[src/rtl/core/box_blur_line_filter_unit_macros.svh]
// assertion macros for the box blur line filter
`ifndef BOX_BLUR_LINE_FILTER_UNIT_MACROS_SVH
`define BOX_BLUR_LINE_FILTER_UNIT_MACROS_SVH

// same-cycle implication
`define BBF_CHECK_NOW(name, pre, post, msg) \
  name: assert property (@(posedge clk) disable iff (rst) (pre) |-> (post)) \
    else $error(msg);

// next-cycle implication
`define BBF_CHECK_NEXT(name, pre, post, msg) \
  name: assert property (@(posedge clk) disable iff (rst) (pre) |=> (post)) \
    else $error(msg);

`endif

[src/rtl/core/bbf_pkg.sv]
// shared types, constants and helper functions of the box blur line filter
package bbf_pkg;

  localparam int MAX_BOX_WIDTH = 64;
  localparam int MAX_CHANNELS  = 4;

  localparam int PIX_W      = 8;
  localparam int NUM_CH     = 4;
  localparam int SUM_W      = 14;
  localparam int CNT_W      = 7;
  localparam int CHAN_W     = 3;
  localparam int RING_AW    = $clog2(MAX_BOX_WIDTH);
  localparam int RD_W       = $clog2(3 * MAX_BOX_WIDTH);
  localparam int DLY_W      = $clog2(MAX_BOX_WIDTH / 2 + 1);
  localparam int NUM_W      = SUM_W + 1;
  localparam int DSH_W      = CNT_W + PIX_W - 1;
  localparam int DIV_CELLS  = PIX_W;
  localparam int CFG_IDX_W  = 2;
  localparam int CFG_DATA_W = CNT_W;

  localparam logic [CFG_IDX_W-1:0] REG_BOX_WIDTH     = 2'd0;
  localparam logic [CFG_IDX_W-1:0] REG_KERNEL_ALIGN  = 2'd1;
  localparam logic [CFG_IDX_W-1:0] REG_CHANNEL_COUNT = 2'd2;

  localparam logic [1:0] ALIGN_RIGHT = 2'd1;

  localparam logic [CNT_W-1:0]  RST_BOX_WIDTH = 7'd3;
  localparam logic [CHAN_W-1:0] RST_CHANNELS  = 3'd4;

  typedef enum logic {FE_RUN, FE_FLUSH} fe_state_t;

  typedef struct packed {
    logic [PIX_W-1:0] pixel_c0;
    logic [PIX_W-1:0] pixel_c1;
    logic [PIX_W-1:0] pixel_c2;
    logic [PIX_W-1:0] pixel_c3;
    logic             line_end;
  } in_word_t;

  typedef struct packed {
    logic [PIX_W-1:0] blurred_c0;
    logic [PIX_W-1:0] blurred_c1;
    logic [PIX_W-1:0] blurred_c2;
    logic [PIX_W-1:0] blurred_c3;
    logic             run_last;
  } out_word_t;

  typedef struct packed {
    logic [NUM_CH-1:0][SUM_W-1:0] sums;
    logic [CNT_W-1:0]             cov;
    logic [CHAN_W-1:0]            nch;
    logic                         last;
  } emit_t;

  typedef struct packed {
    logic [NUM_CH-1:0][NUM_W-1:0] rem;
    logic [NUM_CH-1:0][PIX_W-1:0] quo;
    logic [NUM_CH-1:0]            sat;
    logic [DSH_W-1:0]             dsh;
    logic [CHAN_W-1:0]            nch;
    logic                         last;
  } div_word_t;

  function automatic logic [CNT_W-1:0] eff_width(input logic [CNT_W-1:0] wv);
    if (wv == '0) begin
      return CNT_W'(1);
    end else if (wv > CNT_W'(MAX_BOX_WIDTH)) begin
      return CNT_W'(MAX_BOX_WIDTH);
    end
    return wv;
  endfunction

  function automatic logic [CHAN_W-1:0] eff_chans(input logic [CHAN_W-1:0] nv);
    if (nv == '0) begin
      return CHAN_W'(1);
    end else if (nv > CHAN_W'(MAX_CHANNELS)) begin
      return CHAN_W'(MAX_CHANNELS);
    end
    return nv;
  endfunction

  // pixels between the newest one and the output position
  function automatic logic [DLY_W-1:0] box_delay(input logic [CNT_W-1:0] wv,
                                                 input logic [1:0] align);
    logic [CNT_W-1:0] half;
    half = wv >> 1;
    if (wv[0]) begin
      return DLY_W'(half);
    end else if (align == ALIGN_RIGHT) begin
      return DLY_W'(half - CNT_W'(1));
    end
    return DLY_W'(half);
  endfunction

endpackage

[src/rtl/core/bbf_div_cell.sv]
// one restoring divider cell: one quotient bit for every channel, registered
module bbf_div_cell (
  input  logic                clk,
  input  logic                rst,
  input  logic                up_valid,
  output logic                up_ready,
  input  bbf_pkg::div_word_t  up_data,
  output logic                dn_valid,
  input  logic                dn_ready,
  output bbf_pkg::div_word_t  dn_data
);
  import bbf_pkg::*;

  div_word_t step;

  always_comb begin
    step     = up_data;
    step.dsh = up_data.dsh >> 1;
    for (int c = 0; c < NUM_CH; c++) begin
      if (up_data.rem[c] >= NUM_W'(up_data.dsh)) begin
        step.rem[c] = up_data.rem[c] - NUM_W'(up_data.dsh);
        step.quo[c] = {up_data.quo[c][PIX_W-2:0], 1'b1};
      end else begin
        step.quo[c] = {up_data.quo[c][PIX_W-2:0], 1'b0};
      end
    end
  end

  assign up_ready = !dn_valid || dn_ready;

  always_ff @(posedge clk) begin
    if (rst) begin
      dn_valid <= 1'b0;
    end else if (up_ready) begin
      dn_valid <= up_valid;
    end
  end

  always_ff @(posedge clk) begin
    if (up_ready) begin
      dn_data <= step;
    end
  end

endmodule

[config.mk]
export PLATFORM = sky130hd
export DESIGN_NAME = bbf_div_cell
export DESIGN_NICKNAME = d
export VERILOG_FILES = /design/src/rtl/core/box_blur_line_filter_unit_macros.svh /design/src/rtl/core/bbf_pkg.sv /design/src/rtl/core/bbf_div_cell.sv
export SDC_FILE = /design/constraint.sdc
export NUM_CORES = 1
export LEC_CHECK = 0
export BUFFER_PORTS_ARGS = -buffer_cell sky130_fd_sc_hd__buf_2
export CAP_MARGIN = 20
export CORE_ASPECT_RATIO = 2
export CORE_MARGIN = 3
export CORE_UTILIZATION = 40
export CTS_CLUSTER_DIAMETER = 120
export DETAILED_ROUTE_END_ITERATION = 16
export GPL_TIMING_DRIVEN = 0
export PLACE_DENSITY = 0.64
export SETUP_SLACK_MARGIN = 0.02
export SYNTH_ARGS = -nofsm -noshare
export SYNTH_HDL_FRONTEND = slang
export SYNTH_SLANG_ARGS = --single-unit
[constraint.sdc]
create_clock -name clk -period 8.1 [get_ports clk]
set_clock_uncertainty 0.05 [all_clocks]
set_input_delay 0.405 -clock clk [delete_from_list [all_inputs] [get_ports clk]]
set_output_delay 0.405 -clock clk [all_outputs]
set_load 0.02 [all_outputs]
==> flow_summary.toml, run 1 <==
[finish]
finalNetCount = 1054
post_route_cells_drive_above_1_share_pct = 35.29
area.growth.synth_to_final_pct = 28.16
layout_commonest_cell = "sky130_fd_sc_hd__buf_2"
most-common-layout-cells = "sky130_fd_sc_hd__buf_2, sky130_fd_sc_hd__edfxtp_1, sky130_fd_sc_hd__ha_1"

[cts]
cts.sink_count = 114
max-clock-path-buffers = 2
tritoncts = "built"
cts_post_setup_buffers_inserted = 0
cts.reportedPaths.clkPinSlew_ns = 0.06
cts-resized-gates = 0
clockRootBuffer = "sky130_fd_sc_hd__clkbuf_16"
clk_latency_ns = 0.41
postCtsHoldBufs = 0
cts_made_buffers = 17
cts-htree-levels = 4

[die]
die_w_um = 100.7
dieArea_um2 = 19670
std_cell_rows = 68
die_height_um = 195.4
start_util_pct = 41.11
io-pin-count = 234
core_area_um2 = 17440

[logic_synthesis]
syn-num-nets = 806
synth_edf_count = 113
cells_after_synthesis = 624
synth.ff_latch_count = 114
synthArstFlopShare_pct = 0
synth.yosys.seq_area_share_pct = 47.60
synth_ff_type = "sky130_fd_sc_hd__edfxtp_1"
synth.avg_cell_area_um2 = 11.49
yosysWarningCount = 0
post_synth_cell_types = 65
synth_area_um2 = 7171

[detailed_routing]
postRouteWirelength_mm = 20.02
drt_first_iter_violations = 165
wire_per_inst_um = 18.25
post_drt_antenna_nets = 0
detailedRoute.firstPassIterationCount = 4
dr_total_vias = 5857
vias_per_instance = 5.339
detail_route.drc_violations = 0

[critical_path]
crit_cells = 10
worstPathCellList = "buf_2 -> inv_1 -> ha_1 -> nor2b_1 -> o31a_1 -> o21ai_2 -> o21ai_2 -> a41oi_4 -> buf_6 -> mux2_1"
cpPeakStageDelay_ns = 0.40
timing.critical_path.mode_cell = "sky130_fd_sc_hd__o21ai_2"
critical_path_peak_fanout = 10
worst_r2r_endpoint = "dn_data[11]"
crit_slowest_cell = "sky130_fd_sc_hd__inv_1"
timing_worst_setup_path_type = "in2reg"
cp_data_required_time_ns = 8.20
worst_r2r_startpoint = "dn_valid"
crit_path_end_kind = "register"
setup.reg_to_reg.worst_slack_ns = 6.42
cp_top_family = "compound AO/OA/AOI/OAI gates"
critical_path_arrival_ns = 3.09
worst-path-buf-inv = 3
startpoint_class = "input port"
reg2regPathDepth = 2

[timing]
grt_setup_unrepaired = "false"
setup_tns_ns = 0
setup_viol = 0
period_share_pct = 36.99
timing.max_slew.rel_slack_pct = 47.13
fmaxAchievable_mhz = 333.7
min_period_ns = 2.996
worst_pin_slew_ns = 0.7847
finalHoldWorstSlack_ns = 0.09417
slew_violations = 0
hold_violations = 0
setup_slack_ns = 5.104

[global_route]
pin_count_of_the_biggest_net_entering_global_routing = 72
grt_remaining_overflow = 0
via_count_of_the_first_global_routing_pass = 5968
grt_antenna_before_repair = 3
global_route_wire_length_before_repair_mm = 30.39
globalRouteTotalUtil_pct = 20.22

[hold_path]
hold_start = "rst"
hp-class = "in2reg"
min_delay_path_depth = 2
whs_endpoint = "dn_valid"

[placed_design]
preCtsSetupSlack_ns = 4.626
dpl.hpwl_mm = 15.66
numPortBuffers = 228
finalWeightedCongestion = 0.8717

[power_and_ir_drop]
irDropWorstVdd_v = 0.0001339
power.density_nw_per_um2 = 224.3
total_power_mw = 2.061
power_leakage_nw = 4.104

[run_status]
run_status = "complete, no violations"

[run]
max-cap-violations = 0
-- flip-flops by register name, indices dropped and copies added, names as in the netlist --
signal    count
dn_data     113
dn_valid      1
-- report_power, final --
group / internal, mW / switching (mW)
sequential: 0.747 / 0.0172
combinational: 0.223 / 0.338
clock: 0.475 / 0.261
total: 1.45 / 0.616
-- kinds of logic after synthesis --
kind of cell	Yosys count	share of synthesized area, %
other	1	0.05230
DFF	114	47.60
AOI/OAI and AO/OA	168	15.93
and+or+nand+nor	148	10.16
buffers and inverters	51	3.263
xor gates and xnor gates	32	3.909
adders and majority gates	64	11.59
muxes	46	7.503
-- layout make-up --
| class | instances | area [µm²] |
|---|---|---|
| buffer | 13 | 91.34 |
| multi-input combinational | 459 | 3531 |
| tap | 210 | 262.8 |
| antenna | 3 | 7.507 |
| sequential | 114 | 3413 |
| timing repair buffer | 229 | 1169 |
| clock buffer | 18 | 429.2 |
| fill | 1568 | 8252 |
| clock inverter | 13 | 143.9 |
| inverter | 38 | 142.6 |
-- worst max-delay path by stage --
stage	start	endpoint	slack, ns
after global placement	dn_ready	up_ready	2.60
final	up_data[5]	dn_data[62]	5.10
after floorplan	dn_ready	dn_data[0]	4.25
after detailed placement	up_data[5]	dn_data[62]	4.63
after global routing	up_data[5]	dn_data[62]	4.93
after CTS	up_data[5]	dn_data[62]	5.08
-- metal layers --
layer  vias up  wire length [µm]  GRT usage (%)
met3        39               999          3.826
met4         0               818          10.14
met5         -                 0              0
met2       180             11000          37.47
li1       2890                 -              -
met1      2748              7208          20.95
-- worst register-to-register path: cells and delay by family (launching register included) --
kind                   cells  cell delay [ns]
AND/OR/NAND/NOR            1             0.51
buffers and inverters      1             0.39
flip-flops                 1             0.33
-- synth_stat cells (5+ instances only) --
cell | instances | share of area, %
sky130_fd_sc_hd__a211o_1 | 5 | 0.61
sky130_fd_sc_hd__a211oi_1 | 14 | 1.5
sky130_fd_sc_hd__a21o_1 | 12 | 1.3
sky130_fd_sc_hd__a21oi_1 | 42 | 2.9
sky130_fd_sc_hd__a31oi_1 | 6 | 0.52
sky130_fd_sc_hd__and3_1 | 6 | 0.52
sky130_fd_sc_hd__edfxtp_1 | 113 | 47
sky130_fd_sc_hd__ha_1 | 60 | 10
sky130_fd_sc_hd__inv_1 | 38 | 2.0
sky130_fd_sc_hd__mux2_1 | 6 | 0.94
sky130_fd_sc_hd__mux2_2 | 24 | 3.8
sky130_fd_sc_hd__mux2_4 | 8 | 1.7
sky130_fd_sc_hd__mux2i_1 | 8 | 1.1
sky130_fd_sc_hd__nand2_1 | 31 | 1.6
sky130_fd_sc_hd__nand3_1 | 13 | 0.91
sky130_fd_sc_hd__nand4_1 | 10 | 0.87
sky130_fd_sc_hd__nor2_1 | 47 | 2.5
sky130_fd_sc_hd__nor2b_1 | 5 | 0.44
sky130_fd_sc_hd__nor3_1 | 9 | 0.63
sky130_fd_sc_hd__o211ai_1 | 5 | 0.52
sky130_fd_sc_hd__o21a_1 | 11 | 1.2
sky130_fd_sc_hd__o21ai_0 | 32 | 2.2
sky130_fd_sc_hd__o31ai_1 | 5 | 0.52
sky130_fd_sc_hd__or3_1 | 5 | 0.44
sky130_fd_sc_hd__xnor2_1 | 15 | 1.8
sky130_fd_sc_hd__xor2_1 | 17 | 2.1
-- through the flow --
step / cell area [µm²] / std cells / utilization [%]
5_1_grt: 9190 / 1097 / 52.69
3_3_place_gp: 8574 / 1062 / 49.16
3_5_place_dp: 8610 / 1063 / 49.36
2_1_floorplan: 7171 / 624 / -
4_1_cts: 9183 / 1094 / 52.65
6_report: 9190 / 1097 / 52.69
(Power assumes the default switching activity.)
==> run 2, diff against run 1 <==
clock period = 3 ns   (was 8.1 ns; I/O delays follow)
==> flow_summary.toml, run 2 (synthesis results as in run 1) <==
[placed_design]
finalWeightedCongestion = 0.8509
dpl.hpwl_mm = 15.62
dpl-instance-area_um2 = 8610
numPortBuffers = 228

[critical_path]
critical_path_peak_fanout = 10
timing.critical_path.mode_cell = "sky130_fd_sc_hd__buf_2"
critical_path_arrival_ns = 2.98
cp_data_required_time_ns = 3.12
crit_slowest_cell = "sky130_fd_sc_hd__or4_1"
startpoint_class = "input port"
worst_r2r_startpoint = "dn_valid"
worst-path-buf-inv = 4
worstPathCellList = "dlygate4sd3_1 -> buf_2 -> clkinvlp_4 -> ha_1 -> or4_1 -> o22ai_1 -> o21ai_4 -> buf_2 -> a31o_2"
crit_path_end_kind = "register"
timing_worst_setup_path_type = "in2reg"
worst_r2r_endpoint = "dn_valid"
setup.reg_to_reg.worst_slack_ns = 1.25
reg2regPathDepth = 3
cpPeakStageDelay_ns = 0.55
cp_top_family = "buffers and inverters"

[timing]
setup_tns_ns = 0
slew_violations = 0
period_share_pct = 95.10
worst_pin_slew_ns = 0.7827
hold_violations = 0
grt_setup_unrepaired = "false"
timing.max_slew.rel_slack_pct = 47.27
fmaxAchievable_mhz = 350.5
setup_viol = 0
finalHoldWorstSlack_ns = 0.01201
min_period_ns = 2.853

[power_and_ir_drop]
total_power_mw = 5.582
irDropWorstVdd_v = 0.0003806
power.density_nw_per_um2 = 560.3
power_leakage_nw = 4.411

[cts]
cts.sink_count = 114
tritoncts = "built"
clk_latency_ns = 0.42
cts-htree-levels = 4
max-clock-path-buffers = 2
cts.reportedPaths.clkPinSlew_ns = 0.06
cts_made_buffers = 17
clockRootBuffer = "sky130_fd_sc_hd__clkbuf_16"

[die]
die_height_um = 195.4
core_area_um2 = 17440
std_cell_rows = 68
io-pin-count = 234
dieArea_um2 = 19670
die_w_um = 100.7
start_util_pct = 41.11

[hold_path]
whs_endpoint = "dn_data[60]"
min_delay_path_depth = 2
hold_start = "up_data[60]"
hp-class = "in2reg"

[detailed_routing]
post_drt_antenna_nets = 0
vias_per_instance = 5.272
dr_total_vias = 6179
postRouteWirelength_mm = 20.99
drt_first_iter_violations = 199
detailedRoute.firstPassIterationCount = 4
detail_route.drc_violations = 0
wire_per_inst_um = 17.91

[global_route]
pin_count_of_the_biggest_net_entering_global_routing = 73
via_count_of_the_first_global_routing_pass = 6334
globalRouteTotalUtil_pct = 21.21
grt_antenna_before_repair = 1
grt_remaining_overflow = 0
global_route_wire_length_before_repair_mm = 31.95

[finish]
most-common-layout-cells = "sky130_fd_sc_hd__buf_2, sky130_fd_sc_hd__edfxtp_1, sky130_fd_sc_hd__dlygate4sd3_1"
nFillCells = 1522
largest_reg_flops = 113
layout_top_registers = "dn_data: 113 flops, dn_valid: 1 flops"
regMostFlops = "dn_data"
final_design_area_no_fill_um2 = 9962
area.growth.synth_to_final_pct = 38.93
post_route_cells_drive_above_1_share_pct = 33.09
layout_commonest_cell = "sky130_fd_sc_hd__buf_2"
finalNetCount = 1131

[run]
max-cap-violations = 0

[run_status]
run_status = "complete, no violations"
==> run 2: changes by cell type in the layout (fill, tap and decap cells not counted), sizes merged <==
cell	previous run	this run
clkbuf	21	22
diode	3	1
dlygate4sd3	0	74
clkinv	7	6
clkinvlp	3	5
bufinv	3	2
inv	38	37
buf	239	242
==> run 2: final cells by class <==
class                      count  area [µm²]  area share, %
multi-input combinational    459        3563          35.77
sequential                   114        3413          34.26
timing repair buffer         306        1932          19.39
clock buffer                  19       432.9          4.346
tap                          210       262.8          2.638
inverter                      38       146.4          1.469
clock inverter                12       117.6          1.181
buffer                        13       91.34         0.9169
antenna                        1       2.502        0.02512
==> run 2: timing repair <==
action / 4_1_cts / 5_1_grt
endpoints found under the hold margin: 73 / 0
buffers inserted: 0 / 3
gates resized for setup: 0 / 4
endpoints found under the setup margin: 0 / 12
hold buffers: 74 / 0
==> run 2: worst max path at each step <==
stage	startpoint	end	cells past startpoint
6_report	up_data[8]	dn_data[78]	9
5_1_grt	up_data[8]	dn_data[110]	12
4_1_cts	up_data[8]	dn_data[61]	11
3_5_place_dp	up_data[5]	dn_data[61]	10
3_3_place_gp	up_data[5]	dn_data[61]	10
2_1_floorplan	up_data[5]	dn_data[61]	9
==> run 2: per-stage QoR <==
stage          utilization, %  cells  setup WS (ns)
6_report                57.12   1172         0.1471
5_1_grt                 57.12   1172        0.02558
4_1_cts                 56.76   1168        0.03878
3_5_place_dp            49.36   1063        -0.2069
3_3_place_gp            49.18   1062        -0.1853
2_1_floorplan               -    624         0.4627
==> run 2: layer usage <==
layer	vias up	routed length [µm]	track usage, %	share of wire (%)
met5	-	0	0	0
met4	0	906	11.14	4.3
met3	50	1085	4.970	5.2
met2	203	11630	39.81	55
met1	2871	7375	20.64	35
li1	3055	-	-	-
==> run 2: worst reg2reg max path: stages (launching register included) <==
cell and delay [ns]:
sky130_fd_sc_hd__dfxtp_1 0.33, sky130_fd_sc_hd__nand2b_4 0.49, sky130_fd_sc_hd__a21oi_1 0.15, sky130_fd_sc_hd__dlygate4sd3_1 0.60
==> run 2: where the power goes <==
| part | switching [mW] | leakage [nW] | internal (mW) |
|---|---|---|---|
| sequential | 0.0493 | 1.17 | 2.02 |
| clock | 0.707 | 0.259 | 1.20 |
| combinational | 0.933 | 2.98 | 0.676 |
==> run 3, diff against run 2 <==
clock period = 3.5 ns   (was 3 ns; I/O delays follow)
==> flow_summary.toml, run 3 (synthesis results as in run 1) <==
[power_and_ir_drop]
switching_power_mw = 1.433
power_frac_seq_pct = 37.3
pwr-share-clk_pct = 34.3
power_leakage_nw = 4.311
irDropWorstVdd_v = 0.0003286
netSwitchingFraction_pct = 30.19
power_frac_comb_pct = 28.4
internal_power_mw = 3.314
power.density_nw_per_um2 = 488.9

[timing]
fmaxAchievable_mhz = 309.3
min_period_ns = 3.233
worst_pin_slew_ns = 0.7972
setup_tns_ns = 0
period_share_pct = 92.38
timing.max_slew.rel_slack_pct = 46.29
slew_violations = 0
hold_violations = 0
setup_viol = 0
grt_setup_unrepaired = "false"
setup_slack_ns = 0.2668

[die]
die_w_um = 100.7
die_height_um = 195.4
dieArea_um2 = 19670
io-pin-count = 234
start_util_pct = 41.11
core_area_um2 = 17440
std_cell_rows = 68

[detailed_routing]
detail_route.drc_violations = 0
dr_total_vias = 6047
postRouteWirelength_mm = 20.70
vias_per_instance = 5.258
drt_first_iter_violations = 169
wire_per_inst_um = 18.00
detailedRoute.firstPassIterationCount = 4
post_drt_antenna_nets = 0

[critical_path]
timing.critical_path.mode_cell = "sky130_fd_sc_hd__o21ai_2"
worst_r2r_endpoint = "dn_valid"
timing_worst_setup_path_type = "in2reg"
crit_path_start = "up_data[5]"
crit_path_end_kind = "register"
critical_path_peak_fanout = 10
setup.reg_to_reg.worst_slack_ns = 1.80
reg2regPathDepth = 3
worstPathCellList = "dlygate4sd3_1 -> buf_2 -> clkinvlp_4 -> ha_1 -> nor2b_1 -> o31a_1 -> o21ai_2 -> o21ai_2 -> a41oi_4 -> buf_6 -> mux2_1"
crit_path_end = "dn_data[67]"
cp_data_required_time_ns = 3.61
startpoint_class = "input port"
cpPeakStageDelay_ns = 0.53
crit_slowest_cell = "sky130_fd_sc_hd__dlygate4sd3_1"
worst_r2r_startpoint = "dn_valid"
critical_path_arrival_ns = 3.35

[finish]
finalNonFillerCells = 1150
layout_commonest_cell = "sky130_fd_sc_hd__buf_2"
area_taken_by_flip_flops_and_latches_um2 = 3413
layout_top_registers = "dn_data: 113 flops, dn_valid: 1 flops"
largest_reg_flops = 113
nFillCells = 1552
most-common-layout-cells = "sky130_fd_sc_hd__buf_2, sky130_fd_sc_hd__edfxtp_1, sky130_fd_sc_hd__ha_1"
post_route_cells_drive_above_1_share_pct = 33.37
area_used_by_multi_input_combinational_logic_um2 = 3531
finalNetCount = 1108
area.growth.synth_to_final_pct = 35.40
regMostFlops = "dn_data"

[placed_design]
numPortBuffers = 228
dpl.hpwl_mm = 15.62
finalWeightedCongestion = 0.8509
preCtsSetupSlack_ns = 0.2681
placed_cells = 1063

[run_status]
run_status = "complete, no violations"

[global_route]
globalRouteTotalUtil_pct = 21.12
via_count_of_the_first_global_routing_pass = 6251
grt_remaining_overflow = 0
global_route_wire_length_before_repair_mm = 31.69
grt_antenna_before_repair = 2
pin_count_of_the_biggest_net_entering_global_routing = 73

[cts]
max-clock-path-buffers = 2
clockRootBuffer = "sky130_fd_sc_hd__clkbuf_16"
cts.reportedPaths.clkPinSlew_ns = 0.06
clk_latency_ns = 0.42
cts.sink_count = 114
cts_made_buffers = 17
tritoncts = "built"
cts_post_setup_buffers_inserted = 0
cts-htree-levels = 4

[hold_path]
hp-class = "in2reg"

[run]
max-cap-violations = 0
## run 3: layout make-up
cell class / instances / share of cell area, %
multi-input combinational: 459 / 36.37
sequential: 114 / 35.15
timing repair buffer: 283 / 17.60
clock buffer: 19 / 4.459
tap: 210 / 2.706
inverter: 38 / 1.508
clock inverter: 12 / 1.211
buffer: 13 / 0.9407
antenna: 2 / 0.05155
## run 3: power groups by stage
stage	sequential [mW]	combinational [mW]	clock (mW)
finish	1.77	1.35	1.63
global placement	1.80	1.28	0
detailed placement	1.80	1.30	0
global route	1.79	1.46	1.74
CTS	1.77	1.35	1.67
floorplan	2.05	0.633	0
## run 3: worst min path at each step
stage | startpoint | to | depth (start not counted)
after floorplan | rst | dn_valid | 1
after global routing | up_data[58] | dn_data[58] | 2
after global placement | rst | dn_valid | 2
after CTS | up_data[58] | dn_data[58] | 2
after detailed placement | rst | dn_valid | 2
final | up_data[62] | dn_data[62] | 2
## run 3: critical path: cells and delay by family
| kind | cells | cell delay, ns |
|---|---|---|
| buffers and inverters | 4 | 1.16 |
| muxes | 1 | 0.34 |
| adders and majority gates | 1 | 0.40 |
| and+or+nand+nor | 1 | 0.14 |
| AOI/OAI and AO/OA | 4 | 1.12 |
## run 3: routing by layer
metal  GRT usage [%]  vias to the layer above  share of wire, %
li1                -                     3005                 -
met1           20.87                     2805                34
met2           39.25                      193                56
met3           4.898                       44               5.6
met4           11.24                        0               4.0
met5               0                        -                 0
## run 3: what timing repair did
item                                   CTS  global route
gates resized for setup                  0             1
endpoints found under the hold margin   53             0
setup endpoints to repair                0             1
hold buffers                            54             0
## run 3: per-stage QoR
| step | hold slack, ns | util [%] | area (µm²) | total power [mW] |
|---|---|---|---|---|
| finish | 0.01990 | 55.67 | 9709 | 4.747 |
| detailed placement | 0.2893 | 49.36 | 8610 | 3.096 |
| global placement | 0.2804 | 49.18 | 8577 | 3.082 |
| CTS | 0.003859 | 55.62 | 9701 | 4.801 |
| global route | 0.01269 | 55.67 | 9709 | 4.988 |
| floorplan | 0.1941 | - | 7173 | 2.685 |
